--- src/rtl/lcts_pkg.sv ---
// Package: shared constants, payload and configuration types for the LBA to CHS track splitter.
package lcts_pkg;

    localparam int MAX_CHUNK_SECTORS   = 16;
    localparam int MAX_REQUEST_SECTORS = 64;

    localparam int COUNT_W  = 7;
    localparam int SPT_W    = 8;
    localparam int HEADS_W  = 9;
    localparam int SPCYL_W  = SPT_W + HEADS_W;
    localparam int LBA_W    = 32;
    localparam int DIV_STEPS = LBA_W;
    localparam int DIV_CNT_W = $clog2(DIV_STEPS);

    localparam int APB_ADDR_W = 3;
    localparam int APB_DATA_W = 32;

    localparam logic [SPT_W-1:0]   SPT_RESET   = 8'd63;
    localparam logic [HEADS_W-1:0] HEADS_RESET = 9'd16;

    typedef enum logic
    {
        REG_SECTORS_PER_TRACK = 1'b0,
        REG_HEAD_COUNT        = 1'b1
    } reg_index_t;

    typedef struct packed
    {
        logic [7:0]         drive;
        logic [LBA_W-1:0]   start_sector;
        logic [COUNT_W-1:0] sector_count;
    } req_item_t;

    typedef struct packed
    {
        logic [7:0]         drive_out;
        logic [LBA_W-1:0]   cylinder;
        logic [7:0]         head;
        logic [7:0]         track_sector;
        logic [COUNT_W-1:0] run_length;
        logic               geometry_error;
        logic               last;
    } cmd_item_t;

    typedef struct packed
    {
        logic [SPT_W-1:0]   sectors_per_track;
        logic [HEADS_W-1:0] head_count;
    } geom_cfg_t;

    typedef struct packed
    {
        logic               start;
        logic [LBA_W-1:0]   dividend;
        logic [SPCYL_W-1:0] divisor;
    } div_req_t;

    typedef struct packed
    {
        logic               done;
        logic [LBA_W-1:0]   quotient;
        logic [SPCYL_W-1:0] remainder;
    } div_rsp_t;

endpackage

--- src/rtl/lba_to_chs_track_splitter.sv ---
// Top level: request sequencer splitting a linear read into track-bounded CHS commands.
//
//  Channel | Direction | Handshake                   | Payload
//  --------+-----------+-----------------------------+-----------------------------
//  req     | in        | req_valid / req_ready       | req_item_t (drive, LBA, count)
//  cmd     | out       | cmd_valid / cmd_ready       | cmd_item_t (one per command)
//  apb     | in/out    | psel, penable, pwrite, ...  | geometry registers at 0x0, 0x4
//
// One request is taken at a time; req_ready is high only while the sequencer is idle.
// Each command takes two passes through the shared 32-step divider (cylinder, then
// head/sector) and is then loaded into the output register; a full 64-sector request
// can split into as many as 64 commands.
// A geometry error or an empty request is settled in the check state without the divider.
// The command register holds its transfer until cmd_ready; the sequencer waits meanwhile.
// Reset clears the sequencer and loads 63 sectors per track and 16 heads.
module lba_to_chs_track_splitter import lcts_pkg::*;
(
    input  logic                  clk,
    input  logic                  rst_n,
    input  logic                  req_valid,
    output logic                  req_ready,
    input  req_item_t             req,
    output logic                  cmd_valid,
    input  logic                  cmd_ready,
    output cmd_item_t             cmd,
    input  logic                  psel,
    input  logic                  penable,
    input  logic                  pwrite,
    input  logic [APB_ADDR_W-1:0] paddr,
    input  logic [APB_DATA_W-1:0] pwdata,
    output logic [APB_DATA_W-1:0] prdata,
    output logic                  pready
);

    typedef enum logic [4:0]
    {
        ST_IDLE     = 5'b00001,
        ST_CHECK    = 5'b00010,
        ST_DIV_CYL  = 5'b00100,
        ST_DIV_HEAD = 5'b01000,
        ST_OUT      = 5'b10000
    } state_t;

    localparam logic [COUNT_W-1:0] REQ_MAX = COUNT_W'(MAX_REQUEST_SECTORS);
    localparam logic [SPT_W-1:0]   CHUNK   = SPT_W'(MAX_CHUNK_SECTORS);

    geom_cfg_t geom;
    div_req_t  div_req;
    div_rsp_t  div_rsp;

    state_t             state_reg;
    state_t             state_next;
    logic               cmd_valid_reg;
    logic               cmd_valid_next;
    cmd_item_t          cmd_reg;
    cmd_item_t          cmd_next;
    logic [7:0]         drive_reg;
    logic [7:0]         drive_next;
    logic [LBA_W-1:0]   sector_reg;
    logic [LBA_W-1:0]   sector_next;
    logic [COUNT_W-1:0] count_reg;
    logic [COUNT_W-1:0] count_next;
    logic [SPCYL_W-1:0] spcyl_reg;
    logic [SPCYL_W-1:0] spcyl_next;
    logic [LBA_W-1:0]   cyl_reg;
    logic [LBA_W-1:0]   cyl_next;

    logic               req_xfer;
    logic               cmd_xfer;
    logic [SPT_W-1:0]   ts;
    logic [SPT_W-1:0]   left_on_track;
    logic [SPT_W-1:0]   run_w;
    logic [COUNT_W-1:0] run;
    logic [COUNT_W-1:0] count_after;

    lcts_regs u_regs
    (
        .clk     (clk),
        .rst_n   (rst_n),
        .psel    (psel),
        .penable (penable),
        .pwrite  (pwrite),
        .paddr   (paddr),
        .pwdata  (pwdata),
        .prdata  (prdata),
        .pready  (pready),
        .geom    (geom)
    );

    lcts_divider u_div
    (
        .clk   (clk),
        .rst_n (rst_n),
        .req   (div_req),
        .rsp   (div_rsp)
    );

    assign req_ready = (state_reg == ST_IDLE);
    assign req_xfer  = req_valid & req_ready;
    assign cmd_valid = cmd_valid_reg;
    assign cmd       = cmd_reg;
    assign cmd_xfer  = cmd_valid_reg & cmd_ready;

    // Command length: smallest of track remainder, request remainder and chunk cap
    assign ts            = div_rsp.remainder[SPT_W-1:0];
    always_comb
    begin
        left_on_track = geom.sectors_per_track - ts;
        run_w         = left_on_track;
        if ({1'b0, count_reg} < run_w)
        begin
            run_w = {1'b0, count_reg};
        end
        if (CHUNK < run_w)
        begin
            run_w = CHUNK;
        end
    end
    assign run         = run_w[COUNT_W-1:0];
    assign count_after = count_reg - run;

    always_comb
    begin
        state_next     = state_reg;
        cmd_valid_next = cmd_valid_reg;
        cmd_next       = cmd_reg;
        drive_next     = drive_reg;
        sector_next    = sector_reg;
        count_next     = count_reg;
        spcyl_next     = spcyl_reg;
        cyl_next       = cyl_reg;

        div_req.start    = 1'b0;
        div_req.dividend = sector_reg;
        div_req.divisor  = spcyl_reg;

        case (state_reg)
            ST_IDLE:
            begin
                if (req_xfer)
                begin
                    // Latch the request and saturate oversized counts
                    drive_next  = req.drive;
                    sector_next = req.start_sector;
                    count_next  = (req.sector_count > REQ_MAX) ? REQ_MAX : req.sector_count;
                    spcyl_next  = SPCYL_W'(geom.sectors_per_track) *
                                  SPCYL_W'(geom.head_count);
                    state_next  = ST_CHECK;
                end
            end

            ST_CHECK:
            begin
                if ((geom.sectors_per_track == '0) || (spcyl_reg == '0))
                begin
                    // Bad geometry: one flagged last command carrying the drive, all other fields zero
                    cmd_next.drive_out      = drive_reg;
                    cmd_next.cylinder       = '0;
                    cmd_next.head           = '0;
                    cmd_next.track_sector   = '0;
                    cmd_next.run_length     = '0;
                    cmd_next.geometry_error = 1'b1;
                    cmd_next.last           = 1'b1;
                    cmd_valid_next          = 1'b1;
                    state_next              = ST_OUT;
                end
                else if (count_reg == '0)
                begin
                    state_next = ST_IDLE;
                end
                else
                begin
                    div_req.start = 1'b1;
                    state_next    = ST_DIV_CYL;
                end
            end

            ST_DIV_CYL:
            begin
                // Keep the cylinder and feed the remainder straight into the head split
                div_req.dividend = LBA_W'(div_rsp.remainder);
                div_req.divisor  = SPCYL_W'(geom.sectors_per_track);
                if (div_rsp.done)
                begin
                    cyl_next      = div_rsp.quotient;
                    div_req.start = 1'b1;
                    state_next    = ST_DIV_HEAD;
                end
            end

            ST_DIV_HEAD:
            begin
                if (div_rsp.done)
                begin
                    cmd_next.drive_out      = drive_reg;
                    cmd_next.cylinder       = cyl_reg;
                    cmd_next.head           = div_rsp.quotient[7:0];
                    cmd_next.track_sector   = ts;
                    cmd_next.run_length     = run;
                    cmd_next.geometry_error = 1'b0;
                    cmd_next.last           = (count_after == '0);
                    cmd_valid_next          = 1'b1;
                    count_next              = count_after;
                    sector_next             = sector_reg + LBA_W'(run);
                    state_next              = ST_OUT;
                end
            end

            ST_OUT:
            begin
                if (cmd_xfer)
                begin
                    cmd_valid_next = 1'b0;
                    if (cmd_reg.last)
                    begin
                        state_next = ST_IDLE;
                    end
                    else
                    begin
                        // Advance to the next track-bounded piece
                        div_req.start = 1'b1;
                        state_next    = ST_DIV_CYL;
                    end
                end
            end

            default:
            begin
                state_next     = ST_IDLE;
                cmd_valid_next = 1'b0;
            end
        endcase
    end

    always_ff @(posedge clk or negedge rst_n)
    begin
        if (!rst_n)
        begin
            state_reg     <= ST_IDLE;
            cmd_valid_reg <= 1'b0;
        end
        else
        begin
            state_reg     <= state_next;
            cmd_valid_reg <= cmd_valid_next;
        end
    end

    always_ff @(posedge clk)
    begin
        cmd_reg    <= cmd_next;
        drive_reg  <= drive_next;
        sector_reg <= sector_next;
        count_reg  <= count_next;
        spcyl_reg  <= spcyl_next;
        cyl_reg    <= cyl_next;
    end

endmodule

--- src/rtl/lcts_regs.sv ---
// Geometry register file behind the APB-style configuration port.
module lcts_regs import lcts_pkg::*;
(
    input  logic                  clk,
    input  logic                  rst_n,
    input  logic                  psel,
    input  logic                  penable,
    input  logic                  pwrite,
    input  logic [APB_ADDR_W-1:0] paddr,
    input  logic [APB_DATA_W-1:0] pwdata,
    output logic [APB_DATA_W-1:0] prdata,
    output logic                  pready,
    output geom_cfg_t             geom
);

    logic [SPT_W-1:0]   spt_reg;
    logic [SPT_W-1:0]   spt_next;
    logic [HEADS_W-1:0] heads_reg;
    logic [HEADS_W-1:0] heads_next;
    logic               wr_en;
    reg_index_t         idx;

    assign pready = 1'b1;
    assign wr_en  = psel & penable & pwrite;
    assign idx    = reg_index_t'(paddr[2]);

    always_comb
    begin
        spt_next   = spt_reg;
        heads_next = heads_reg;
        if (wr_en)
        begin
            case (idx)
                REG_SECTORS_PER_TRACK: spt_next   = pwdata[SPT_W-1:0];
                REG_HEAD_COUNT:        heads_next = pwdata[HEADS_W-1:0];
                default: ;
            endcase
        end
    end

    always_ff @(posedge clk or negedge rst_n)
    begin
        if (!rst_n)
        begin
            spt_reg   <= SPT_RESET;
            heads_reg <= HEADS_RESET;
        end
        else
        begin
            spt_reg   <= spt_next;
            heads_reg <= heads_next;
        end
    end

    always_comb
    begin
        case (idx)
            REG_SECTORS_PER_TRACK: prdata = APB_DATA_W'(spt_reg);
            REG_HEAD_COUNT:        prdata = APB_DATA_W'(heads_reg);
            default:               prdata = '0;
        endcase
    end

    assign geom.sectors_per_track = spt_reg;
    assign geom.head_count        = heads_reg;

endmodule

--- src/rtl/lcts_divider.sv ---
// Shared restoring divider: one quotient bit per cycle while busy.
module lcts_divider import lcts_pkg::*;
(
    input  logic     clk,
    input  logic     rst_n,
    input  div_req_t req,
    output div_rsp_t rsp
);

    logic                 busy_reg;
    logic                 busy_next;
    logic                 done_reg;
    logic                 done_next;
    logic [DIV_CNT_W-1:0] cnt_reg;
    logic [DIV_CNT_W-1:0] cnt_next;
    logic [LBA_W-1:0]     quo_reg;
    logic [LBA_W-1:0]     quo_next;
    logic [SPCYL_W-1:0]   rem_reg;
    logic [SPCYL_W-1:0]   rem_next;
    logic [SPCYL_W-1:0]   dvs_reg;
    logic [SPCYL_W-1:0]   dvs_next;
    logic [SPCYL_W:0]     partial;
    logic                 fits;

    // Shift in the next dividend bit and trial-subtract the divisor
    assign partial = {rem_reg, quo_reg[LBA_W-1]};
    assign fits    = (partial >= {1'b0, dvs_reg});

    always_comb
    begin
        busy_next = busy_reg;
        done_next = 1'b0;
        cnt_next  = cnt_reg;
        quo_next  = quo_reg;
        rem_next  = rem_reg;
        dvs_next  = dvs_reg;
        if (req.start)
        begin
            busy_next = 1'b1;
            cnt_next  = '0;
            quo_next  = req.dividend;
            rem_next  = '0;
            dvs_next  = req.divisor;
        end
        else if (busy_reg)
        begin
            quo_next = {quo_reg[LBA_W-2:0], fits};
            rem_next = fits ? SPCYL_W'(partial - {1'b0, dvs_reg}) : partial[SPCYL_W-1:0];
            cnt_next = cnt_reg + 1'b1;
            if (cnt_reg == DIV_CNT_W'(DIV_STEPS - 1))
            begin
                busy_next = 1'b0;
                done_next = 1'b1;
            end
        end
    end

    always_ff @(posedge clk or negedge rst_n)
    begin
        if (!rst_n)
        begin
            busy_reg <= 1'b0;
            done_reg <= 1'b0;
            cnt_reg  <= '0;
        end
        else
        begin
            busy_reg <= busy_next;
            done_reg <= done_next;
            cnt_reg  <= cnt_next;
        end
    end

    always_ff @(posedge clk)
    begin
        quo_reg <= quo_next;
        rem_reg <= rem_next;
        dvs_reg <= dvs_next;
    end

    assign rsp.done      = done_reg;
    assign rsp.quotient  = quo_reg;
    assign rsp.remainder = rem_reg;

endmodule
--- config.mk ---
export PLATFORM = sky130hd
export DESIGN_NAME = lba_to_chs_track_splitter
export DESIGN_NICKNAME = d
export VERILOG_FILES = /design/src/rtl/lcts_pkg.sv /design/src/rtl/lba_to_chs_track_splitter.sv /design/src/rtl/lcts_regs.sv /design/src/rtl/lcts_divider.sv
export SDC_FILE = /design/constraint.sdc
export NUM_CORES = 1
export LEC_CHECK = 0
export BUFFER_PORTS_ARGS = -buffer_cell sky130_fd_sc_hd__buf_2
export CORE_MARGIN = 2
export CORE_UTILIZATION = 35
export CTS_BUF_LIST = sky130_fd_sc_hd__clkbuf_4
export CTS_CLUSTER_SIZE = 24
export DETAILED_ROUTE_END_ITERATION = 10
export SETUP_SLACK_MARGIN = 0.1
export SLEW_MARGIN = 15
export SYNTH_ARGS = -nofsm -noshare
export SYNTH_HDL_FRONTEND = slang
export SYNTH_HIERARCHICAL = 1
export SYNTH_SLANG_ARGS = --single-unit
--- constraint.sdc ---
create_clock -name clk -period 10.8 [get_ports clk]
set_input_delay 1.08 -clock clk [delete_from_list [all_inputs] [get_ports clk]]
set_output_delay 1.08 -clock clk [all_outputs]
set_load 0.1 [all_outputs]
==> results of run 1 <==
path summary, 6_finish.rpt:
check	from	end	slack, ps	depth (start not counted)
worst max register to register	u_regs/spt_reg[5]$_DFFE_PN1P_	sector_reg[12]$_DFFE_PP_	5070	20
worst min-delay path	rst_n	u_regs/spt_reg[6]$_DFFE_PN0P_	390	1
min in group clk	drive_reg[6]$_DFFE_PP_	cmd[63]$_DFFE_PP_	410	0
worst max-delay path	u_regs/spt_reg[5]$_DFFE_PN1P_	sector_reg[12]$_DFFE_PP_	5070	20
worst min register to register	drive_reg[6]$_DFFE_PP_	cmd[63]$_DFFE_PP_	410	0
max in group asynchronous	rst_n	u_div/cnt_reg[2]$_DFFE_PN0P_	9910	1
metal layers:
layer	share of wire	vias up	wire length (um)	track usage
met5	0.00033	-	11	0
met4	0.021	2	694	0.05980
met3	0.056	46	1864	0.03678
met2	0.45	257	14950	0.2318
met1	0.47	4930	15530	0.1988
li1	-	4995	-	-
Yosys cell counts, types with 3 or more instances:
library cell	n	area share
or2_2	3	0.0012
mux2_2	83	0.061
nor2_1	42	0.010
fa_1	46	0.061
nand4_1	15	0.0062
xor2_1	26	0.015
mux2i_1	18	0.012
nand2b_1	6	0.0025
and4_1	5	0.0029
nor2b_1	10	0.0041
nand3_1	16	0.0053
and2_1	109	0.045
nor4_1	9	0.0037
o211ai_1	10	0.0049
xnor2_1	39	0.022
conb_1	4	0.00099
edfxtp_1	210	0.41
or3_1	3	0.0012
nand2_1	121	0.030
inv_1	94	0.023
o21bai_1	7	0.0035
buf_6	4	0.0030
dfrtp_1	22	0.036
and3_1	12	0.0049
nand4b_1	4	0.0023
nand3b_1	8	0.0039
a21o_1	14	0.0069
dfxtp_1	17	0.022
buf_4	25	0.012
a21oi_2	4	0.0023
dfstp_2	8	0.014
a21oi_1	41	0.013
ha_1	82	0.067
nor3_1	12	0.0039
clkbuf_1	37	0.0091
o21ai_0	70	0.023
o22ai_1	3	0.0012
a211oi_1	11	0.0054
o21a_1	7	0.0035
a211o_1	4	0.0023
a31oi_1	5	0.0021
final cells by class:
class	count	area [um2]
clock inverter	17	116.4
clock buffer	117	878.3
tap	585	732.0
fill	4292	25540
antenna	1	2.502
timing repair buffer	147	755.7
inverter	95	356.6
sequential	257	7407
multi-input combinational	912	7189
power by group:
part           switching (W)  internal (W)  leakage, nW  total (W)
sequential          0.000272       0.00156         2.48    0.00183
combinational        0.00194       0.00122         4.23    0.00316
clock               0.000424      0.000519        0.594   0.000943
total                0.00264       0.00330         7.31    0.00594
stage by stage:
| stage | cells | hold slack (ps) | power (W) | util |
|---|---|---|---|---|
| after floorplan | 1335 | 400.3 | 0.004359 | - |
| after global placement | 1996 | 401.3 | 0.004950 | 0.3825 |
| after detailed placement | 1996 | 405.4 | 0.005007 | 0.3825 |
| after CTS | 2130 | 308.7 | 0.005999 | 0.4057 |
| after global routing | 2131 | 362.5 | 0.006447 | 0.4057 |
| final | 2131 | 392.8 | 0.005935 | 0.4057 |
cell families (layout without fill, tap and decap cells):
| kind of cell | count (synthesis) | in the layout | synth area share |
|---|---|---|---|
| AO/OA/AOI/OAI | 201 | 201 | 0.08749 |
| XOR/XNOR | 65 | 65 | 0.03741 |
| adder cells (fa/ha/maj) | 128 | 128 | 0.1279 |
| buffers and inverters | 166 | 376 | 0.04934 |
| flip-flops | 257 | 257 | 0.4868 |
| multiplexers | 102 | 102 | 0.07417 |
| other | 4 | 30 | 0.0009865 |
| AND/OR/NAND/NOR | 387 | 387 | 0.1358 |
==> flow_summary.json, run 1 <==
{
  "status": "finished clean",
  "rsz0062_at_grt": "no",
  "die_h_um": 212.5,
  "clock_path_buffers": 3,
  "largest_reg_flops": 65,
  "antenna_found_initial": 2,
  "path_common_cell": "ha_1",
  "cp_data_required_time_ps": 11260,
  "critical_path_buf_inv_count": 2,
  "place_area_um2": 16440,
  "relSlewSlack": 0.2762,
  "fin_crit_sh": 0.5308,
  "grt_max_degree": 69,
  "mostFrequentLayoutCell": "edfxtp_1",
  "preCtsSetupSlack_ps": 5148,
  "period_needed_ps": 5733,
  "gp_congestion": 0.8057,
  "wire_per_inst_um": 15.51,
  "core-area_um2": 42980,
  "design_area_um2": 17440,
  "areaGrowthSynthToFinish_pct": 14.60,
  "grt_overflow_total": 0,
  "nets": 1703,
  "post_cts_buffers": 0,
  "setup_viol": 0,
  "yosysWarnings": 6,
  "clk_latency_ps": 760,
  "io_buffers": 139,
  "synth-seq-cells": 257,
  "async_flop_share": 0.1167,
  "max_stage_delay_ps": 760,
  "syn_area_um2": 15220,
  "worstPathMaxFanout": 14,
  "dieWidth_um": 212.5,
  "cp-start-kind": "register",
  "cts_resized": 0,
  "p_per_area_nw_per_um2": 340.4,
  "crit_chain": "ha_1, inv_1, or3_1, o211ai_1, inv_1, ha_1, a21oi_1, o21ai_0, nor3_1, a211oi_1, nand4b_1, nand2_1, ha_1, fa_1, a211oi_1, o21ai_0, nor2b_1, nand4_1, xnor2_1, mux2_2",
  "finalHoldViolCount": 0,
  "hp-class": "primary input to async pin",
  "dp_hpwl_mm": 23.35,
  "worstPathArrival_ps": 6190,
  "drt_iter0_drc": 423,
  "core.rowCount": 76,
  "cts_max_level": 3,
  "grt_util_all_layers": 0.1489,
  "cts_buffers": 73,
  "ant_nets": 0,
  "viasPerCell": 4.801,
  "syn_avg_cell_area_um2": 11.62,
  "drv_cap": 0,
  "cp_top_family": "compound AO/OA/AOI/OAI gates",
  "crit_path_end_kind": "register",
  "synth_flop_cell": "edfxtp_1",
  "fmax_ghz": 0.1744,
  "num_io_pins": 189,
  "fin_skew_ps": 83.27,
  "drtPass1Iterations": 5,
  "layout_common_cells": "edfxtp_1, buf_2, nand2_1",
  "root_buffer": "clkbuf_4",
  "fin_tns_setup_ps": 0,
  "critPathSlowestCell": "dfstp_2",
  "drc_errors": 0,
  "crit_type": "register to register",
  "drive_above_1_share": 0.2563,
  "path_clk_slew_ps": 70,
  "maxSlewViolCount": 0,
  "synthCells": 1310,
  "ys_seq_area_frac": 0.4868,
  "ir_worst_vdd_mv": 0.1812,
  "hold_buffers": 0,
  "total_leakage_power_nw": 7.306,
  "max_slew.worst_pin.slew_ps": 1086,
  "cts_tree": "done",
  "first_global_vias": 9992,
  "dieArea_um2": 45160,
  "grt_pass1_wl_mm": 52.47,
  "ys_types": 76,
  "finalWirelength_mm": 33.05,
  "num_vias": 10230,
  "numClockSinks": 257,
  "worst_slack_ps": 5067,
  "synth_edf_count": 210,
  "start_util": 0.3540
}
No activity file was read; power rests on OpenSTA's default activity.
==> inputs of run 2 (changes only) <==
==> constraint.sdc (replaced) <==
create_clock -name clk -period 5.7 [get_ports clk]
set_input_delay 0.57 -clock clk [delete_from_list [all_inputs] [get_ports clk]]
set_output_delay 0.57 -clock clk [all_outputs]
set_load 0.1 [all_outputs]
==> flow_summary.json, run 2 (synthesis gave the netlist of run 1 again) <==
{
  "status": "finished clean",
  "setup_viol": 0,
  "layout_common_cells": "edfxtp_1, buf_2, nand2_1",
  "fin_skew_ps": 91.66,
  "dp.cells": 2007,
  "min_delay_path_depth": 1,
  "nets": 1729,
  "drive_above_1_share": 0.2591,
  "wire_per_inst_um": 15.71,
  "fmax_ghz": 0.1941,
  "drtPass1Iterations": 5,
  "cts_tree": "done",
  "root_buffer": "clkbuf_4",
  "max_slew.worst_pin.slew_ps": 929.6,
  "hp-class": "primary input to register",
  "drv_cap": 0,
  "cp_data_required_time_ps": 6130,
  "numClockSinks": 257,
  "rsz0062_at_grt": "no",
  "grt_overflow_total": 0,
  "die_h_um": 212.5,
  "worstPathMaxFanout": 5,
  "grt_util_all_layers": 0.1514,
  "areaGrowthSynthToFinish_pct": 15.79,
  "fin_tns_setup_ps": 0,
  "start_util": 0.3540,
  "finalWirelength_mm": 33.76,
  "crit_type": "register to register",
  "p_per_area_nw_per_um2": 639.7,
  "antenna_found_initial": 2,
  "largest_reg_flops": 65,
  "drc_errors": 0,
  "maxSlewViolCount": 0,
  "path_clk_slew_ps": 70,
  "fin_crit_sh": 0.9039,
  "dp_hpwl_mm": 24.05,
  "drt_iter0_drc": 489,
  "viasPerCell": 4.813,
  "cts_max_level": 3,
  "period_needed_ps": 5152,
  "num_io_pins": 189,
  "r2r_cells": 25,
  "grt_pass1_wl_mm": 53.62,
  "ir_worst_vdd_mv": 0.3603,
  "layoutNonFillerInstCount": 2149,
  "clock_path_buffers": 3,
  "finalHoldViolCount": 0,
  "num_vias": 10340,
  "relSlewSlack": 0.3787,
  "cp-start-kind": "register",
  "core.rowCount": 76,
  "grt_max_degree": 64,
  "crit_path_end_kind": "register",
  "dieWidth_um": 212.5,
  "gp_congestion": 0.8151,
  "mostFrequentLayoutCell": "edfxtp_1",
  "clk_latency_ps": 740,
  "core-area_um2": 42980,
  "dieArea_um2": 45160,
  "ant_nets": 0,
  "io_buffers": 139,
  "total_leakage_power_nw": 7.379,
  "first_global_vias": 10330,
  "cts_buffers": 74,
  "worstPathArrival_ps": 5580
}
run 2: changes by cell type in the layout (fill, tap and decap cells not counted), sizes merged:
cell / delta
dlygate4sd3: +12
clkinv: +4
buf: +13
clkbuf: -12
clkinvlp: +1
run 2: where the power goes:
group | total, W | internal, W | switching [W]
sequential | 0.00342 | 0.00295 | 0.000471
combinational | 0.00616 | 0.00238 | 0.00377
clock | 0.00170 | 0.000898 | 0.000798
total | 0.0113 | 0.00623 | 0.00504
run 2: layout make-up:
type,count,area [um2]
clock inverter,22,136.4
fill,4208,25360
antenna,1,2.502
inverter,95,356.6
sequential,257,7408
clock buffer,105,788.3
multi-input combinational,912,7208
timing repair buffer,172,985.9
tap,585,732.0
run 2: timing repair:
action | in CTS | in global routing
gates resized for setup | 0 | 6
buffers inserted | 0 | 2
hold endpoints to repair | 35 | 0
setup endpoints to repair | 0 | 18
hold buffers | 12 | 0
run 2: path summary, 6_finish.rpt:
path,from,to,slack (ps)
worst max-delay path,u_regs/spt_reg[0]$_DFFE_PN1P_,sector_reg[12]$_DFFE_PP_,550
max in group asynchronous,rst_n,state_reg[4]$_DFFE_PN0P_,4760
worst max register to register,u_regs/spt_reg[0]$_DFFE_PN1P_,sector_reg[12]$_DFFE_PP_,550
worst min register to register,drive_reg[5]$_DFFE_PP_,cmd[62]$_DFFE_PP_,410
min in group asynchronous,rst_n,u_regs/heads_reg[6]$_DFFE_PN0P_,430
worst min-delay path,req[44],drive_reg[5]$_DFFE_PP_,90
run 2: per-layer routing:
metal,vias up,part of all wire,track usage,wire length (um)
met1,4995,0.46,0.2011,15670
met2,258,0.46,0.2424,15540
li1,5034,-,-,-
met4,2,0.019,0.05498,648
met5,-,0.00036,0,12
met3,55,0.056,0.03412,1889
run 2: critical path, stage by stage (launching register included):
cell and delay, ps:
dfstp_2 370, inv_1 70, ha_1 180, inv_1 60
fa_1 400, nand3_1 120, nand2_1 100, a21o_1 190
a21oi_1 170, xor2_1 90, ha_1 320, nand4_1 100
a21oi_1 120, nor3_1 80, a211o_1 310, o211ai_1 240
nand2_1 130, ha_1 250, fa_2 390, a211oi_2 250
o21ai_1 150, nor2b_1 160, buf_4 160, nand4_1 100
xnor2_1 70, mux2_2 260
run 2: stage by stage:
stage | util | power [W] | instance area [um2] | worst slack (ps) | hold slack, ps
6_report | 0.4099 | 0.01127 | 17620 | 547.9 | 88.52
5_1_grt | 0.4099 | 0.01225 | 17620 | 129.6 | 26.32
4_1_cts | 0.4090 | 0.01133 | 17580 | 342.1 | 3.763
3_5_place_dp | 0.3847 | 0.009544 | 16540 | 427.1 | 404.5
3_3_place_gp | 0.3847 | 0.009420 | 16540 | 470.5 | 400.8
2_1_floorplan | - | 0.008250 | 15310 | 839.5 | 274.4
==> inputs of run 3 (changes only) <==
--- a/config.mk
+++ b/config.mk
@@ -5,6 +5,7 @@
 export SDC_FILE = /design/constraint.sdc
 export NUM_CORES = 1
 export LEC_CHECK = 0
+export ABC_AREA = 1
 export BUFFER_PORTS_ARGS = -buffer_cell sky130_fd_sc_hd__buf_2
 export CORE_MARGIN = 2
 export CORE_UTILIZATION = 35
==> flow_summary.json, run 3 <==
{
  "status": "finished clean",
  "synth_top_area_cell": "edfxtp_1",
  "finalHoldViolCount": 0,
  "cts_max_level": 3,
  "ys_seq_area_frac": 0.4697,
  "nets": 2221,
  "clk_latency_ps": 780,
  "power.switching_w": 0.004904,
  "fin_util": 0.4082,
  "drt_iter0_drc": 739,
  "num_vias": 12230,
  "nFillCells": 4522,
  "grt_overflow_total": 0,
  "syn_area_um2": 15770,
  "fin_crit_sh": 0.8704,
  "wire_per_inst_um": 14.30,
  "path_clk_slew_ps": 60,
  "drtPass1Iterations": 5,
  "pwr-share-comb": 0.507,
  "core-area_um2": 44320,
  "drv_cap": 0,
  "fin_skew_ps": 63.72,
  "cts_buffers": 70,
  "pwr-share-seq": 0.329,
  "cp-start-kind": "register",
  "synth_flop_cell": "edfxtp_1",
  "ys_types": 53,
  "internal_power_w": 0.005443,
  "finalWirelength_mm": 37.88,
  "synth.most_common_cell": "nand2_1",
  "ant_nets": 0,
  "p_clk_frac": 0.164,
  "seqCellArea_um2": 7407,
  "cts_resized": 0,
  "viasPerCell": 4.615,
  "hold_buffers": 15,
  "areaGrowthSynthToFinish_pct": 14.71,
  "gp_congestion": 0.8737,
  "relSlewSlack": 0.2631,
  "synth.top_cells.by_area": "edfxtp_1, nand2_1, inv_1",
  "worstPathMaxFanout": 10,
  "synth_top_area_frac": 0.3998,
  "multi_input_area_um2": 6955,
  "antenna_found_initial": 2,
  "root_buffer": "clkbuf_4",
  "cp_data_required_time_ps": 6180,
  "dieWidth_um": 216.3,
  "grt_max_degree": 56,
  "hp-class": "primary input to register",
  "crit_path_end_kind": "register",
  "start_util": 0.3559,
  "period_needed_ps": 4962,
  "first_global_vias": 12270,
  "mostFrequentLayoutCell": "nand2_1",
  "cts_tree": "done",
  "num_io_pins": 189,
  "io_buffers": 139,
  "numClockSinks": 257,
  "rsz0062_at_grt": "no",
  "grt_pass1_wl_mm": 61.64,
  "preCtsSetupSlack_ps": 805.2,
  "dp_hpwl_mm": 27.76,
  "synth_edf_count": 210,
  "crit_type": "register to register",
  "dieArea_um2": 46770,
  "max_slew.worst_pin.slew_ps": 1101,
  "maxSlewViolCount": 0,
  "p_per_area_nw_per_um2": 571.9,
  "ir_worst_vdd_mv": 0.2816,
  "total_leakage_power_nw": 9.041,
  "worst_slack_ps": 738.5,
  "grt_util_all_layers": 0.1645,
  "async_flop_share": 0.1167,
  "post_cts_buffers": 0,
  "yosysWarnings": 6,
  "layout_common_cells": "nand2_1, inv_1, edfxtp_1",
  "synth-seq-cells": 257,
  "clock_path_buffers": 3,
  "core.rowCount": 77,
  "die_h_um": 216.3,
  "largest_reg_flops": 65,
  "drc_errors": 0,
  "fmax_ghz": 0.2016,
  "syn_avg_cell_area_um2": 8.689,
  "worstPathArrival_ps": 5440,
  "synthTopCellsByCount": "nand2_1, inv_1, edfxtp_1",
  "switching_share": 0.4740,
  "setup_viol": 0,
  "synthCells": 1815,
  "fin_tns_setup_ps": 0,
  "drive_above_1_share": 0.1625
}
[run 3: cell types whose count changed after synthesis, sizes merged, moves of 12 or more]
cell | previous run | this run
nor2 | 42 | 140
nand3 | 16 | 80
o21ai | 73 | 48
inv | 95 | 290
nand2 | 121 | 593
a211oi | 13 | 0
mux2 | 83 | 0
mux2i | 19 | 0
and2 | 111 | 1
xnor2 | 39 | 22
a21o | 14 | 2
[run 3: layer usage]
metal | global-route usage | part of all wire | routed length (um)
met1 | 0.2133 | 0.45 | 17220
met2 | 0.2682 | 0.46 | 17600
met3 | 0.03509 | 0.054 | 2064
met4 | 0.06575 | 0.026 | 1000
met5 | 0 | 0 | 0
[run 3: path summary, 6_finish.rpt]
| kind | startpoint | endpoint | slack, ps | cells after the start |
|---|---|---|---|---|
| worst max-delay path | u_regs/spt_reg[4]$_DFFE_PN1P_ | sector_reg[26]$_DFFE_PP_ | 740 | 27 |
| min in group asynchronous | rst_n | state_reg[3]$_DFFE_PN0P_ | 440 | 2 |
| worst max register to register | u_regs/spt_reg[4]$_DFFE_PN1P_ | sector_reg[26]$_DFFE_PP_ | 740 | 27 |
| max in group asynchronous | rst_n | u_div/cnt_reg[3]$_DFFE_PN0P_ | 4710 | 2 |
| worst min-delay path | pwdata[8] | u_regs/heads_reg[8]$_DFFE_PN0P_ | 80 | 3 |
| worst min register to register | u_div/quo_reg[22]$_DFFE_PP_ | cyl_reg[22]$_DFFE_PP_ | 420 | 0 |
[run 3: area by class of cell]
cell class,count,area share
antenna,2,0.0002766
clock buffer,98,0.04067
clock inverter,26,0.009613
inverter,293,0.06079
multi-input combinational,1211,0.3845
sequential,257,0.4094
tap,592,0.04094
timing repair buffer,171,0.05381
[run 3: critical path: stages, from the launching register on]
cell and delay (ps):
dfstp_2 680, ha_1 340, nand2_1 100, nand2_1 70, a31oi_1 190, xor2_1 220, ha_1 270, a21o_1 160
a21oi_1 160, nand2_2 130, nand2_4 140, o21a_2 200, inv_2 40, nand2_2 90, nand3_1 100, inv_1 100
ha_1 180, fa_1 220, nand3_1 100, nand3_1 130, nand2_1 120, nand2_2 150, nand4_2 180, nor2_2 260
nand2_1 100, xor2_1 150, nand2_1 70, nand2_1 50
[run 3: cell families (layout without fill, tap and decap cells)]
| group | count (synthesis) | after routing | share of synthesized area |
|---|---|---|---|
| adders and majority gates | 128 | 128 | 0.1234 |
| and+or+nand+nor | 884 | 884 | 0.2374 |
| AOI/OAI and AO/OA | 119 | 119 | 0.04292 |
| buffers and inverters | 372 | 588 | 0.09687 |
| DFF | 257 | 257 | 0.4697 |
| xor gates and xnor gates | 51 | 51 | 0.02880 |
| other | 4 | 31 | 0.0009517 |
[run 3: power by group through the flow]
stage / logic, W / registers [W] / clock network (W)
after detailed placement: 0.00523 / 0.00344 / 0
after CTS: 0.00526 / 0.00341 / 0.00176
final: 0.00525 / 0.00341 / 0.00169
after global routing: 0.00592 / 0.00348 / 0.00185
after floorplan: 0.00371 / 0.00372 / 0
after global placement: 0.00514 / 0.00342 / 0
[run 3: metrics by stage]
stage                     std cells  hold WS (ps)  total power (W)  area [um2]
after floorplan                1840         274.4         0.007430       15870
after global placement         2509         400.3         0.008563       17030
after detailed placement       2509         407.3         0.008666       17030
after CTS                      2648         1.015          0.01043       18090
after global routing           2649         36.19          0.01124       18090
final                          2650         84.75          0.01035       18090
